### config.mk
export PLATFORM = sky130hd
export DESIGN_NAME = allocation_bitmap_engine_unit
export DESIGN_NICKNAME = d
export VERILOG_FILES = /design/src/abe_pkg.sv /design/src/allocation_bitmap_engine_unit.sv /design/src/abe_scan_unit.sv /design/src/abe_bitmap_store.sv /design/src/abe_sequencer.sv
export VERILOG_INCLUDE_DIRS = /design/src /design/src/src
export SDC_FILE = /design/constraint.sdc
export NUM_CORES = 2
export LEC_CHECK = 0
export BUFFER_PORTS_ARGS = -buffer_cell sky130_fd_sc_hd__buf_2
export CELL_PAD_IN_SITES_DETAIL_PLACEMENT = 0
export CELL_PAD_IN_SITES_GLOBAL_PLACEMENT = 1
export CORE_ASPECT_RATIO = 0.75
export CORE_MARGIN = 3
export CORE_UTILIZATION = 45
export DETAILED_ROUTE_END_ITERATION = 16
export PLACE_DENSITY_LB_ADDON = 0.1
export SLEW_MARGIN = 20
export SYNTH_ARGS = -nofsm -noshare
export SYNTH_HDL_FRONTEND = slang
export SYNTH_SLANG_ARGS = --single-unit
### constraint.sdc
create_clock -name clk -period 20.7 [get_ports clk]
set_clock_uncertainty 0.1 [all_clocks]
set_input_delay 2.07 -clock clk [delete_from_list [all_inputs] [get_ports clk]]
set_output_delay 2.07 -clock clk [all_outputs]
set_load 0.05 [all_outputs]
### src/allocation_bitmap_engine_unit_macros.svh
// ============================================================================
// Assertion macros for the allocation bitmap engine
// Property forms used by the sequencer to check its own logic.
// ============================================================================
`ifndef ALLOCATION_BITMAP_ENGINE_UNIT_MACROS_SVH
`define ALLOCATION_BITMAP_ENGINE_UNIT_MACROS_SVH

// Same-cycle implication, disabled while reset is asserted.
`define ABE_ASSERT_IMPL(label, clk, rst_n, ante, cons, msg) \
	label: assert property (@(posedge clk) disable iff (!rst_n) (ante) |-> (cons)) \
		else $error(msg);

// Next-cycle implication, disabled while reset is asserted.
`define ABE_ASSERT_NEXT(label, clk, rst_n, ante, cons, msg) \
	label: assert property (@(posedge clk) disable iff (!rst_n) (ante) |=> (cons)) \
		else $error(msg);

`endif

### src/abe_pkg.sv
`timescale 1ns / 1ps
// ============================================================================
// Allocation bitmap engine package
// Command and status codes, sequencer states and the request and result
// records shared by the engine's modules.
// ============================================================================
package abe_pkg;

	// Fixed field widths.
	localparam int CMD_W = 3;
	localparam int IDX_W = 10;
	localparam int LEN_W = 11;
	localparam int CFG_W = 11;
	localparam int ST_W = 2;
	// Wide positions: sizes, word bases, run starts and run counts.
	localparam int POS_W = 12;

	// Stream payload widths.
	localparam int S_TDATA_W = 24;
	localparam int M_TDATA_W = 16;

	// Reset value of the size register.
	localparam logic [CFG_W-1:0] CFG_RESET = 11'd1024;

	typedef enum logic [CMD_W-1:0] {
		CMD_SET_BIT     = 3'd0,
		CMD_CLEAR_BIT   = 3'd1,
		CMD_TEST_BIT    = 3'd2,
		CMD_SET_ALL     = 3'd3,
		CMD_CLEAR_ALL   = 3'd4,
		CMD_FIRST_SET   = 3'd5,
		CMD_FIRST_CLEAR = 3'd6,
		CMD_FIND_RUN    = 3'd7
	} cmd_t;

	typedef enum logic [ST_W-1:0] {
		ST_OK    = 2'd0,
		ST_NONE  = 2'd1,
		ST_RANGE = 2'd2
	} status_t;

	// What the scan unit looks for in a word.
	typedef enum logic [1:0] {
		SCAN_SET,
		SCAN_CLEAR,
		SCAN_STOP
	} scan_mode_t;

	typedef enum logic [2:0] {
		S_CLEAR,
		S_IDLE,
		S_START,
		S_READ,
		S_SCAN,
		S_DONE
	} seq_state_t;

	typedef struct packed {
		cmd_t              command;
		logic [IDX_W-1:0]  bit_index;
		logic [LEN_W-1:0]  run_length;
		logic [CFG_W-1:0]  size;
	} req_t;

	typedef struct packed {
		logic [IDX_W-1:0]  result_index;
		logic              bit_value;
		status_t           status;
	} res_t;

endpackage

### src/allocation_bitmap_engine_unit.sv
`timescale 1ns / 1ps
// ============================================================================
// Allocation bitmap engine
// Bitmap of allocation marks with set, clear, test, set all, clear all,
// first set, first clear and clear-run search commands.
// ============================================================================
//  Channel   Direction  Signals                          Carries
//  s_axis    in         tvalid tready tdata tuser        one command
//  m_axis    out        tvalid tready tdata tuser        one result
//  cfg       in         cfg_we cfg_wdata                 bits_in_use
//
//  One command at a time; the sequencer reads a bitmap word in S_READ and
//  scans it in S_SCAN. Set, clear and test pass over the words below the
//  one holding bit_index without reading them; other commands read each word
//  in turn, and a run search rescans a word after each in-use set bit below
//  its top bit. Reset zeroes all MAX_BITS / WORD_BITS words (rounded up).
//  A result waits in the output register while the next command runs.
// ============================================================================
module allocation_bitmap_engine_unit #(
	parameter int MAX_BITS = 1024,
	parameter int WORD_BITS = 32
) (
	input  logic                             clk,
	input  logic                             arst_n,
	input  logic                             s_axis_tvalid,
	output logic                             s_axis_tready,
	// [9:0] bit_index, [20:10] run_length, [23:21] zero
	input  logic [abe_pkg::S_TDATA_W-1:0]    s_axis_tdata,
	// [2:0] command
	input  logic [abe_pkg::CMD_W-1:0]        s_axis_tuser,
	output logic                             m_axis_tvalid,
	input  logic                             m_axis_tready,
	// [9:0] result_index, [10] bit_value, [15:11] zero
	output logic [abe_pkg::M_TDATA_W-1:0]    m_axis_tdata,
	// [1:0] status
	output logic [abe_pkg::ST_W-1:0]         m_axis_tuser,
	input  logic                             cfg_we,
	input  logic [abe_pkg::CFG_W-1:0]        cfg_wdata
);

	localparam int WORD_COUNT = (MAX_BITS + WORD_BITS - 1) / WORD_BITS;
	localparam int ADDR_W = (WORD_COUNT > 1) ? $clog2(WORD_COUNT) : 1;
	localparam int PB_W = $clog2(WORD_BITS);

	logic [abe_pkg::CFG_W-1:0] bits_in_use_q;
	logic [abe_pkg::CFG_W-1:0] size;
	abe_pkg::req_t             req;
	abe_pkg::res_t             res;
	logic                      res_valid;
	logic                      res_ack;
	logic                      out_valid_q;
	abe_pkg::res_t             out_res_q;

	// Size register.
	always_ff @(posedge clk or negedge arst_n) begin
		if (!arst_n) begin
			bits_in_use_q <= abe_pkg::CFG_RESET;
		end else if (cfg_we) begin
			bits_in_use_q <= cfg_wdata;
		end
	end

	// Sizes above the bitmap act as the whole bitmap.
	always_comb begin
		if (32'(bits_in_use_q) > MAX_BITS) begin
			size = abe_pkg::CFG_W'(MAX_BITS);
		end else begin
			size = bits_in_use_q;
		end
	end

	// Unpack the command transfer.
	always_comb begin
		req.command    = abe_pkg::cmd_t'(s_axis_tuser);
		req.bit_index  = s_axis_tdata[abe_pkg::IDX_W-1:0];
		req.run_length = s_axis_tdata[abe_pkg::IDX_W+abe_pkg::LEN_W-1:abe_pkg::IDX_W];
		req.size       = size;
	end

	abe_sequencer #(
		.WORD_BITS(WORD_BITS),
		.WORD_COUNT(WORD_COUNT),
		.ADDR_W(ADDR_W),
		.PB_W(PB_W)
	) u_seq (
		.clk(clk),
		.arst_n(arst_n),
		.req_valid(s_axis_tvalid),
		.req_ready(s_axis_tready),
		.req(req),
		.res_valid(res_valid),
		.res_ack(res_ack),
		.res(res)
	);

	// Output register: loads when empty or when its result is being taken.
	assign res_ack = res_valid && (!out_valid_q || m_axis_tready);

	always_ff @(posedge clk or negedge arst_n) begin
		if (!arst_n) begin
			out_valid_q <= 1'b0;
		end else if (res_ack) begin
			out_valid_q <= 1'b1;
		end else if (m_axis_tready) begin
			out_valid_q <= 1'b0;
		end
	end

	always_ff @(posedge clk) begin
		if (res_ack) begin
			out_res_q <= res;
		end
	end

	assign m_axis_tvalid = out_valid_q;
	assign m_axis_tdata  = {{(abe_pkg::M_TDATA_W - abe_pkg::IDX_W - 1){1'b0}},
		out_res_q.bit_value, out_res_q.result_index};
	assign m_axis_tuser  = out_res_q.status;

endmodule

### src/abe_scan_unit.sv
`timescale 1ns / 1ps
// ============================================================================
// Bitmap word scan unit
// Builds the in-use mask of one word and finds the lowest in-use set or clear
// bit, or the lowest stop bit at or above a starting offset.
// ============================================================================
module abe_scan_unit #(
	parameter int WORD_BITS = 32,
	parameter int PB_W = 5
) (
	input  logic [WORD_BITS-1:0]         word,
	input  logic [abe_pkg::POS_W-1:0]    lim,
	input  logic [PB_W-1:0]              off,
	input  abe_pkg::scan_mode_t          mode,
	output logic [WORD_BITS-1:0]         inmask,
	output logic                         hit,
	output logic [PB_W-1:0]              pos
);

	logic [WORD_BITS-1:0] offmask;
	logic [WORD_BITS-1:0] vec;

	// Bits below the limit are in use; bits below the offset are already seen.
	always_comb begin
		for (int j = 0; j < WORD_BITS; j++) begin
			inmask[j]  = abe_pkg::POS_W'(j) < lim;
			offmask[j] = PB_W'(j) >= off;
		end
	end

	// Select the bits that end the search; bits past the size stop a run.
	always_comb begin
		case (mode)
			abe_pkg::SCAN_SET:   vec = word & inmask;
			abe_pkg::SCAN_CLEAR: vec = ~word & inmask;
			abe_pkg::SCAN_STOP:  vec = (word | ~inmask) & offmask;
			default:             vec = '0;
		endcase
	end

	// Lowest-first priority encoder.
	always_comb begin
		hit = |vec;
		pos = '0;
		for (int j = WORD_BITS - 1; j >= 0; j--) begin
			if (vec[j]) begin
				pos = PB_W'(j);
			end
		end
	end

endmodule

### src/abe_bitmap_store.sv
`timescale 1ns / 1ps
// ============================================================================
// Bitmap word store
// One write port and one read port with registered read data.
// ============================================================================
module abe_bitmap_store #(
	parameter int WORD_BITS = 32,
	parameter int WORD_COUNT = 32,
	parameter int ADDR_W = 5
) (
	input  logic                  clk,
	input  logic                  wr_en,
	input  logic [ADDR_W-1:0]     wr_addr,
	input  logic [WORD_BITS-1:0]  wr_data,
	input  logic                  rd_en,
	input  logic [ADDR_W-1:0]     rd_addr,
	output logic [WORD_BITS-1:0]  rd_data
);

	logic [WORD_BITS-1:0] mem_q [WORD_COUNT];
	logic [WORD_BITS-1:0] rd_data_q;

	// Write port.
	always_ff @(posedge clk) begin
		if (wr_en) begin
			mem_q[wr_addr] <= wr_data;
		end
	end

	// Read port; the data holds until the next read.
	always_ff @(posedge clk) begin
		if (rd_en) begin
			rd_data_q <= mem_q[rd_addr];
		end
	end

	assign rd_data = rd_data_q;

endmodule

### src/abe_sequencer.sv
`timescale 1ns / 1ps
// ============================================================================
// Bitmap command sequencer
// Walks the bitmap one word at a time through the shared scan unit and
// carries out one command, then hands over its result.
// ============================================================================
`include "allocation_bitmap_engine_unit_macros.svh"

module abe_sequencer #(
	parameter int WORD_BITS = 32,
	parameter int WORD_COUNT = 32,
	parameter int ADDR_W = 5,
	parameter int PB_W = 5
) (
	input  logic           clk,
	input  logic           arst_n,
	input  logic           req_valid,
	output logic           req_ready,
	input  abe_pkg::req_t  req,
	output logic           res_valid,
	input  logic           res_ack,
	output abe_pkg::res_t  res
);

	localparam int POS_W = abe_pkg::POS_W;

	abe_pkg::seq_state_t state_q, state_next;
	abe_pkg::req_t       req_norm;
	abe_pkg::req_t       cmd_q;
	logic [ADDR_W-1:0]   w_q;
	logic [POS_W-1:0]    base_q;
	logic [PB_W-1:0]     off_q;
	logic [POS_W-1:0]    cnt_q;
	logic [POS_W-1:0]    rs_q;
	abe_pkg::res_t       res_q;

	logic                mem_wr_en;
	logic [WORD_BITS-1:0] mem_wr_data;
	logic                mem_rd_en;
	logic [WORD_BITS-1:0] word;

	abe_pkg::scan_mode_t scan_mode;
	logic [WORD_BITS-1:0] inmask;
	logic                hit;
	logic [PB_W-1:0]     pos;

	logic [POS_W-1:0]    size_w;
	logic [POS_W-1:0]    idx_w;
	logic [POS_W-1:0]    next_base;
	logic [POS_W-1:0]    lim;
	logic [PB_W-1:0]     bit_off;
	logic [WORD_BITS-1:0] one_hot;
	logic [POS_W-1:0]    seg;
	logic [POS_W-1:0]    total;
	logic                run_done;
	logic                word_end;
	logic                more;
	logic                bit_op;

	logic                fin;
	logic                adv;
	logic                rescan;
	logic [POS_W-1:0]    fin_idx;
	logic                fin_bval;
	abe_pkg::status_t    fin_status;

	// Shared word arithmetic.
	assign size_w    = POS_W'(cmd_q.size);
	assign idx_w     = POS_W'(cmd_q.bit_index);
	assign next_base = base_q + POS_W'(WORD_BITS);
	assign lim       = size_w - base_q;
	assign bit_off   = PB_W'(idx_w - base_q);
	assign one_hot   = WORD_BITS'(1) << bit_off;
	assign more      = next_base < size_w;
	assign bit_op    = cmd_q.command inside {abe_pkg::CMD_SET_BIT, abe_pkg::CMD_CLEAR_BIT,
		abe_pkg::CMD_TEST_BIT};

	// Run bookkeeping: clear bits from the offset up to the stop bit.
	assign seg      = (hit ? POS_W'(pos) : POS_W'(WORD_BITS)) - POS_W'(off_q);
	assign total    = cnt_q + seg;
	assign run_done = total >= POS_W'(cmd_q.run_length);
	assign word_end = pos == PB_W'(WORD_BITS - 1);

	// A zero run length asks for a single clear bit.
	always_comb begin
		req_norm = req;
		if (req.run_length == '0) begin
			req_norm.run_length = abe_pkg::LEN_W'(1);
		end
	end

	always_comb begin
		case (cmd_q.command)
			abe_pkg::CMD_FIRST_SET:   scan_mode = abe_pkg::SCAN_SET;
			abe_pkg::CMD_FIRST_CLEAR: scan_mode = abe_pkg::SCAN_CLEAR;
			default:                  scan_mode = abe_pkg::SCAN_STOP;
		endcase
	end

	abe_scan_unit #(
		.WORD_BITS(WORD_BITS),
		.PB_W(PB_W)
	) u_scan (
		.word(word),
		.lim(lim),
		.off(off_q),
		.mode(scan_mode),
		.inmask(inmask),
		.hit(hit),
		.pos(pos)
	);

	abe_bitmap_store #(
		.WORD_BITS(WORD_BITS),
		.WORD_COUNT(WORD_COUNT),
		.ADDR_W(ADDR_W)
	) u_store (
		.clk(clk),
		.wr_en(mem_wr_en),
		.wr_addr(w_q),
		.wr_data(mem_wr_data),
		.rd_en(mem_rd_en),
		.rd_addr(w_q),
		.rd_data(word)
	);

	// Outputs and per-state decisions.
	always_comb begin
		req_ready   = 1'b0;
		res_valid   = 1'b0;
		mem_wr_en   = 1'b0;
		mem_wr_data = '0;
		mem_rd_en   = 1'b0;
		fin         = 1'b0;
		adv         = 1'b0;
		rescan      = 1'b0;
		fin_idx     = '0;
		fin_bval    = 1'b0;
		fin_status  = abe_pkg::ST_OK;
		case (state_q)
			abe_pkg::S_CLEAR: begin
				mem_wr_en = 1'b1;
			end
			abe_pkg::S_IDLE: begin
				req_ready = 1'b1;
			end
			abe_pkg::S_START: begin
				if (size_w == '0) begin
					fin = 1'b1;
					if (bit_op) begin
						fin_status = abe_pkg::ST_RANGE;
					end else if (cmd_q.command inside {abe_pkg::CMD_SET_ALL,
						abe_pkg::CMD_CLEAR_ALL}) begin
						fin_status = abe_pkg::ST_OK;
					end else begin
						fin_status = abe_pkg::ST_NONE;
					end
				end else if (bit_op && idx_w >= size_w) begin
					fin        = 1'b1;
					fin_status = abe_pkg::ST_RANGE;
				end
			end
			abe_pkg::S_READ: begin
				// Single-bit commands skip words until the one holding the index.
				if (bit_op && idx_w >= next_base) begin
					adv = 1'b1;
				end else begin
					mem_rd_en = 1'b1;
				end
			end
			abe_pkg::S_SCAN: begin
				case (cmd_q.command)
					abe_pkg::CMD_SET_BIT: begin
						mem_wr_en   = 1'b1;
						mem_wr_data = word | one_hot;
						fin         = 1'b1;
					end
					abe_pkg::CMD_CLEAR_BIT: begin
						mem_wr_en   = 1'b1;
						mem_wr_data = word & ~one_hot;
						fin         = 1'b1;
					end
					abe_pkg::CMD_TEST_BIT: begin
						fin      = 1'b1;
						fin_bval = word[bit_off];
					end
					abe_pkg::CMD_SET_ALL, abe_pkg::CMD_CLEAR_ALL: begin
						mem_wr_en   = 1'b1;
						mem_wr_data = (cmd_q.command == abe_pkg::CMD_SET_ALL) ?
							(word | inmask) : (word & ~inmask);
						adv = more;
						fin = !more;
					end
					abe_pkg::CMD_FIRST_SET, abe_pkg::CMD_FIRST_CLEAR: begin
						if (hit) begin
							fin     = 1'b1;
							fin_idx = base_q + POS_W'(pos);
						end else if (more) begin
							adv = 1'b1;
						end else begin
							fin        = 1'b1;
							fin_status = abe_pkg::ST_NONE;
						end
					end
					default: begin
						// Run search: the run began at the recorded start.
						if (run_done) begin
							fin     = 1'b1;
							fin_idx = rs_q;
						end else if (hit && !inmask[pos]) begin
							fin        = 1'b1;
							fin_status = abe_pkg::ST_NONE;
						end else if (hit && !word_end) begin
							rescan = 1'b1;
						end else if (more) begin
							adv = 1'b1;
						end else begin
							fin        = 1'b1;
							fin_status = abe_pkg::ST_NONE;
						end
					end
				endcase
			end
			abe_pkg::S_DONE: begin
				res_valid = 1'b1;
			end
			default: begin
			end
		endcase
	end

	// Next state.
	always_comb begin
		state_next = state_q;
		case (state_q)
			abe_pkg::S_CLEAR: begin
				if (w_q == ADDR_W'(WORD_COUNT - 1)) begin
					state_next = abe_pkg::S_IDLE;
				end
			end
			abe_pkg::S_IDLE: begin
				if (req_valid) begin
					state_next = abe_pkg::S_START;
				end
			end
			abe_pkg::S_START: begin
				state_next = fin ? abe_pkg::S_DONE : abe_pkg::S_READ;
			end
			abe_pkg::S_READ: begin
				if (mem_rd_en) begin
					state_next = abe_pkg::S_SCAN;
				end
			end
			abe_pkg::S_SCAN: begin
				if (fin) begin
					state_next = abe_pkg::S_DONE;
				end else if (adv) begin
					state_next = abe_pkg::S_READ;
				end
			end
			abe_pkg::S_DONE: begin
				if (res_ack) begin
					state_next = abe_pkg::S_IDLE;
				end
			end
			default: begin
				state_next = abe_pkg::S_IDLE;
			end
		endcase
	end

	// Control registers.
	always_ff @(posedge clk or negedge arst_n) begin
		if (!arst_n) begin
			state_q <= abe_pkg::S_CLEAR;
			w_q     <= '0;
		end else begin
			state_q <= state_next;
			if (state_q == abe_pkg::S_CLEAR) begin
				w_q <= (w_q == ADDR_W'(WORD_COUNT - 1)) ? '0 : w_q + ADDR_W'(1);
			end else if (state_q == abe_pkg::S_IDLE) begin
				w_q <= '0;
			end else if (adv) begin
				w_q <= w_q + ADDR_W'(1);
			end
		end
	end

	// Command and walk registers.
	always_ff @(posedge clk) begin
		if (state_q == abe_pkg::S_IDLE && req_valid) begin
			cmd_q  <= req_norm;
			base_q <= '0;
			off_q  <= '0;
			cnt_q  <= '0;
			rs_q   <= '0;
		end else if (adv) begin
			base_q <= next_base;
			off_q  <= '0;
			if (hit) begin
				cnt_q <= '0;
				rs_q  <= next_base;
			end else begin
				cnt_q <= total;
			end
		end else if (rescan) begin
			off_q <= pos + PB_W'(1);
			cnt_q <= '0;
			rs_q  <= base_q + POS_W'(pos) + POS_W'(1);
		end
		if (fin) begin
			res_q.result_index <= fin_idx[abe_pkg::IDX_W-1:0];
			res_q.bit_value    <= fin_bval;
			res_q.status       <= fin_status;
		end
	end

	assign res = res_q;

	`ABE_ASSERT_IMPL(a_no_write_idle, clk, arst_n,
		(state_q == abe_pkg::S_IDLE || state_q == abe_pkg::S_DONE), !mem_wr_en,
		"bitmap written while no command is active")
	`ABE_ASSERT_IMPL(a_range_bit_op, clk, arst_n,
		(res_valid && res.status == abe_pkg::ST_RANGE), bit_op,
		"range error on a command without an index")
	`ABE_ASSERT_IMPL(a_bval_test, clk, arst_n,
		(res_valid && res.bit_value), (cmd_q.command == abe_pkg::CMD_TEST_BIT),
		"bit value set for a command other than test")
	`ABE_ASSERT_NEXT(a_read_then_scan, clk, arst_n,
		(state_q == abe_pkg::S_READ && mem_rd_en), (state_q == abe_pkg::S_SCAN),
		"word read not followed by a scan")

endmodule

After elaboration in Yosys (flattened, before gate mapping)
Memory sizes are Yosys's and may differ from the RTL's. A register that Yosys moved wholly into a read port is not among the register bits.
Index checks and enable logic that the tools add are counted.
- register bits: 120
- memory bits (writable): 1024
- output and inout bits: 20
- logic and storage cells: 270
- memories kept: 1
- memories (memory ; words ; bits a word ; read ports ; clocked after Yosys merged registers in ; write ports ; line ; source):
    u_seq.u_store.mem_q ; 32 ; 32 ; 1 ; 1 ; 1 ; abe_bitmap_store.sv:20 ; logic [WORD_BITS-1:0] mem_q [WORD_COUNT];
- add/subtract/negate cells: 9
- magnitude comparators: 71
- equal/unequal tests: 21
- shift-type cells: 1
- muxes and demuxes: 106
- bitwise operators: 11
- reductions and logical operators: 32
- operators with widths (kind ; count):
    5-bit by 12-bit < comparator with 1-bit output, first input constant ; 16
    32-bit one-hot mux with 3 select lines ; 2
    5-bit 2-to-1 mux ; 36
    32-bit bitwise AND ; 5
    4-bit by 12-bit < comparator with 1-bit output, first input constant ; 8
    32-bit inverter ; 3
    32-bit bitwise OR ; 3
    5-bit greater-or-equal comparator, first input constant ; 16
    32-bit 2-to-1 mux ; 2
    10-bit 2-to-1 mux ; 5
    3-bit by 12-bit < comparator with 1-bit output, first input constant ; 4
    4-bit by 5-bit greater-or-equal comparator with 1-bit output, first input constant ; 8
    12-bit 2-to-1 mux ; 3
    32-bit OR reduction ; 1
    1-bit by 5-bit << shifter with 32-bit output, first input constant ; 1
    1-bit 2-to-1 mux ; 31
    1-bit by 12-bit < comparator with 1-bit output, first input constant ; 2
    2-bit by 12-bit < comparator with 1-bit output, first input constant ; 2
    3-bit 2-to-1 mux ; 7
    3-bit by 5-bit greater-or-equal comparator with 1-bit output, first input constant ; 4
    10-bit one-hot mux with 2 select lines ; 1
    3-bit one-hot mux with 6 select lines ; 1
    3-bit equality test, second input constant ; 5
    2-bit 2-to-1 mux ; 7
    45 further kinds ; 78

Logic depth before layout (Yosys ltp)
- depth after elaboration: 49
- gate-level depth with buffers: 44

Hierarchy
A second synthesis with hierarchy kept.
- cells, all modules: 3621
- area total of the unflattened synthesis: 51739.6 µm²
- by module, submodules not included (module ; times used ; cells each ; area an instance (µm²) ; seq. area each (µm²)):
    abe_bitmap_store ; 1 ; 2260 ; 40812.9 ; 31710.4
    abe_sequencer ; 1 ; 947 ; 7793.7 ; 2322.2
    abe_scan_unit ; 1 ; 356 ; 2137.0 ; 0.0
    allocation_bitmap_engine_unit ; 1 ; 58 ; 996.0 ; 691.9

Worst setup path before layout
No wires, ideal clock.
- path kind: reg2reg
- start point: register u_seq.base_q[5]
- end point: register u_seq.rs_q[6]
- setup time: 0.119 ns
- arrival time: 7.987 ns
- setup slack: 12.494 ns
- cell stages (with the launch flop): 36
- period minus slack after synthesis: 8.206 ns
- path through: dfxtp_1 -> ha_1 -> inv_1 -> fa_1 -> a211oi_2 -> o21ai_0 -> a2111o_1 -> or4_1 -> buf_2 -> or3_1 -> a32oi_2 -> nand2_1 -> a211o_1 -> o211ai_2 -> a21boi_0 -> fa_1 -> inv_1 -> fa_1 -> inv_1 -> ha_1 -> a21o_1 -> a21o_1 -> a21o_1 -> a21o_1 -> a21o_1 -> a21o_1 -> a21oi_1 -> nor2b_1 -> o21ai_0 -> nand2b_1 -> a211o_1 -> nor2_1 -> o2111ai_2 -> a21o_1 -> and2_1 -> o221a_2
- cells in the longest elaborated chain, start to end: 48
- RTL lines (item ; line ; source):
    start: declaration ; abe_sequencer.sv:31 ; logic [POS_W-1:0] base_q;
    start signal: assignment ; abe_sequencer.sv:298 ; base_q <= next_base;
    branches (longest 48 deep; another with 11-bit by 12-bit subtractor with 12-bit output) ; n/a ;
    end signal: assignment ; abe_sequencer.sv:302 ; rs_q <= next_base;
    end signal: assignment ; abe_sequencer.sv:309 ; rs_q <= base_q + POS_W'(pos) + POS_W'(1);
    end: declaration ; abe_sequencer.sv:34 ; logic [POS_W-1:0] rs_q;
Several ways; the timed one is not identified. The select of a mux whose other input is x is not followed.
A chain may end at the register's enable or synchronous reset.

Worst setup path in the final report
- start point: register u_seq.base_q[5]
- end point: register u_seq.rs_q[1]
The elaborated chain is that of the path after synthesis.

==> metrics.csv <==
stage,metric,value,unit
status,status,finished clean,
placement,pre-CTS setup slack,9.25,ns
power,clock network power share,29.3,%
synth,sequential share of the synthesized area,69.5,%
die,Die Width,391,microns
drt,Routed Antenna Nets,0,
hold_path,Worst Hold Class,flop to flop,
sta,Sum Neg Setup Slack,0,ns
run,max_cap viols,0,
global_routing,initial antenna violation count,1,
sta,# setup viols final,0,
clock_network,clk_lat worst skew,0.71,ns
power,part of the power in registers,44.1,%
critical_path,CP max stage cell,o211ai_2,
clock_network,root cell of the clock tree,clkbuf_16,
layout,register cell area after layout,0.0347,sq mm
synth,most area-consuming cells after synthesis,"edfxtp_1 (67%), mux4_2 (12%), a22oi_1 (2.2%), ha_1 (1.5%), dfxtp_1 (1.4%)",
layout,Final Instance Area,0.0557,sq mm
power,internal power,4.45,mW
sta,relative slew slack,25.3,%
global_routing,pin count of the biggest net entering global routing,62,
global_routing,total track usage,25.2,%
sta,post-route worst setup slack,9.01,ns
power,Sw Share,31.5,%
sta,post-layout minimum cycle time,11.69,ns
synth,Async SR Flop Fraction,1.71,%
layout,area growth from synthesis to layout,11.6,%
clock_network,CTS tree,done,
synth,cell area after synthesis,0.0499,sq mm
sta,"Slew Viols, Final",0,
drt,final wirelength,144000,microns
critical_path,crit path kind,flop to flop,
clock_network,Max clock buf depth,3,
layout,share of layout cells above drive strength 1,21.8,%
die,height of the die,295,microns
synth,Post-Syn Instances,2954,
global_routing,GRT overflow,0,
clock_network,H-tree levels,3,
clock_network,Post-CTS Resized,0,
critical_path,CP Data Required Time,21.19,ns
synth,Syn. warnings,0,
placement,DPL Wire Length,87000,microns
layout,fin nets,3138,
critical_path,r2r setup slk,9.01,ns
die,Ports,63,
power,Gate power share,26.6,%
critical_path,max incr delay on CP,0.90,ns
die,core box area,0.110,sq mm
synth,#FFs+latches synth,1171,
clock_network,clock slew at reported path FFs,0.07,ns
placement,Placed Area,0.0523,sq mm
die,die area,0.115,sq mm
critical_path,most frequent CP cell,o21ai_0,
power,Peak VDD IR,0.0696,mV
clock_network,cts hold-fix bufs,0,
synth,Yosys top cell area share,67.2,%
layout,area of the multi-input gates,0.0146,sq mm
global_routing,first-pass GRT wire length,208000,microns
synth,mean area per synthesized cell,16.9,sq um
sta,RSZ-0062 raised after global routing,false,
drt,Post-Route M1 WL,66700,microns
synth,number of enable flip-flop cells after synthesis,1117,
drt,# DRC,0,
clock_network,setup bufs post-CTS,0,
die,FP Rows,105,
power,Net Sw Power,2.04,mW
critical_path,CP Max Fanout,34,
power,Pwr Density,117,mW/mm^2
synth,largest area contributor in the netlist,edfxtp_1,
synth,most frequent cell after synthesis,edfxtp_1,
synth,synth cell count leaders,"edfxtp_1 (1117), mux4_2 (266), nor2_1 (158)",
critical_path,critical path arrival,12.17,ns
power,leakage,18.6,nW
sta,"Period Utilization, post-route",56.5,%
drt,metal3 WL,11800,microns
sta,"Hold Vio Cnt, Final",0,
clock_network,total clock sinks,1171,
power,Design Power,6.49,mW
global_routing,vias in the first global route,28600,
clock_network,number of CTS-inserted buffers,110,
synth,post-synthesis cell type count,96,
critical_path,nature of the critical path endpoint,flop,
placement,routability cong.,0.927,
drt,wire length on met2,63300,microns
synth,"Primary FF master, synth",edfxtp_1,
drt,vias,28800,
critical_path,CP Launch Type,flop,
drt,uppermost layer routed,met4,
sta,Fmax achieved,85.6,MHz
layout,Filler Cells Inserted,8837,
drt,Iteration-0 DRC Markers,3380,
sta,Least-Margin Pin Slew,1.12,ns
die,Starting Density,45.5,%
placement,Buffers on Ports,54,
drt,DR pass1 iterations,6,
drt,routed len/inst,31.6,microns
drt,number of vias per cell,6.30,
stage by stage:
stage / hold WS [ns] / utilization, % / std cells
finish: 0.304 / 50.8 / 4561
global route: 0.323 / 50.8 / 4560
CTS: 0.307 / 50.7 / 4559
detailed placement: 0.312 / 47.7 / 4361
global placement: 0.302 / 47.7 / 4361
floorplan: 0.300 / - / 2958
cell type report:
class / instances / share of cell area [%]
antenna: 1 / 0.00449
clock buffer: 153 / 5.43
clock inverter: 45 / 0.507
inverter: 94 / 0.633
multi-input combinational: 1510 / 26.1
sequential: 1171 / 62.3
tap: 1444 / 3.24
timing repair buffer: 143 / 1.72
power groups by stage:
stage / registers [mW] / logic, mW / clock network (mW)
floorplan: 2.84 / 1.21 / 0
global placement: 2.91 / 1.72 / 0
detailed placement: 2.91 / 1.73 / 0
CTS: 2.86 / 1.74 / 1.94
global route: 2.88 / 1.87 / 2.04
finish: 2.87 / 1.73 / 1.90
sequential cells by signal (all words and copies together) (netlist names):
signal and flops:
u_seq.cmd_q 35, u_seq.u_store.mem_q 1024, m_axis_tdata 11, u_seq.res 13, u_seq.state_q 3, u_seq.cnt_q 12, u_seq.w_q 5, u_seq.base_q 7
m_axis_tuser 2, bits_in_use_q 11, m_axis_tvalid 1, u_seq.u_store.rd_data 32, u_seq.rs_q 10, u_seq.off_q 5
path summary, 6_finish.rpt:
kind,from,end,depth (start not counted)
max,u_seq.base_q[5]$_SDFFE_PP0P_,u_seq.rs_q[1]$_SDFFE_PP0P_,34
min,u_seq.res[2]$_SDFFCE_PN0P_,m_axis_tdata[10]$_DFFE_PP_,0
max reg2reg,u_seq.base_q[5]$_SDFFE_PP0P_,u_seq.rs_q[1]$_SDFFE_PP0P_,34
min reg2reg,u_seq.res[2]$_SDFFCE_PN0P_,m_axis_tdata[10]$_DFFE_PP_,0
max in group asynchronous,arst_n,u_seq.w_q[0]$_DFFE_PN0P_,1
min in group asynchronous,arst_n,m_axis_tvalid$_DFFE_PN0P_,1
layer usage:
layer  vias up  global-route usage, %
li1      12100                      -
met1     15300                   39.3
met2      1169                   36.9
met3       159                   5.20
met4         0                   5.02
met5         -                      0
cells by family (layout without fill, tap and decap cells):
kind of cell    Yosys count  after routing  synth area share [%]
flops                  1171           1171                  69.5
buf+inv                 277            435                  2.21
compound gates          590            590                  8.22
other cells               1              6               0.00751
simple gates            521            521                  5.09
fa+ha+maj                67             67                  1.76
mux                     296            296                  12.6
xor+xnor                 31             31                 0.544
placed cells by master (no fill, tap or decap), types with 35 or more instances in the layout:
cell type  instances
nor2_1           110
edfxtp_1        1117
nor2_4            45
a21oi_1           93
o31ai_1           35
clkbuf_16        113
buf_2             54
a22oi_1          146
nand2_1          139
nand4_1           38
mux4_2           266
buf_4             88
ha_1              59
o21ai_0          120
clkbuf_1          35
inv_1             88
worst max-delay path: cells and delay by family (launching register included):
kind / cells / cell delay [ns]
and+or+nand+nor: 10 / 3.28
DFF: 1 / 0.70
AOI/OAI and AO/OA: 15 / 5.05
xor gates and xnor gates: 1 / 0.19
buffers and inverters: 3 / 0.38
adders and majority gates: 5 / 1.81
(Power assumes the default switching activity.)
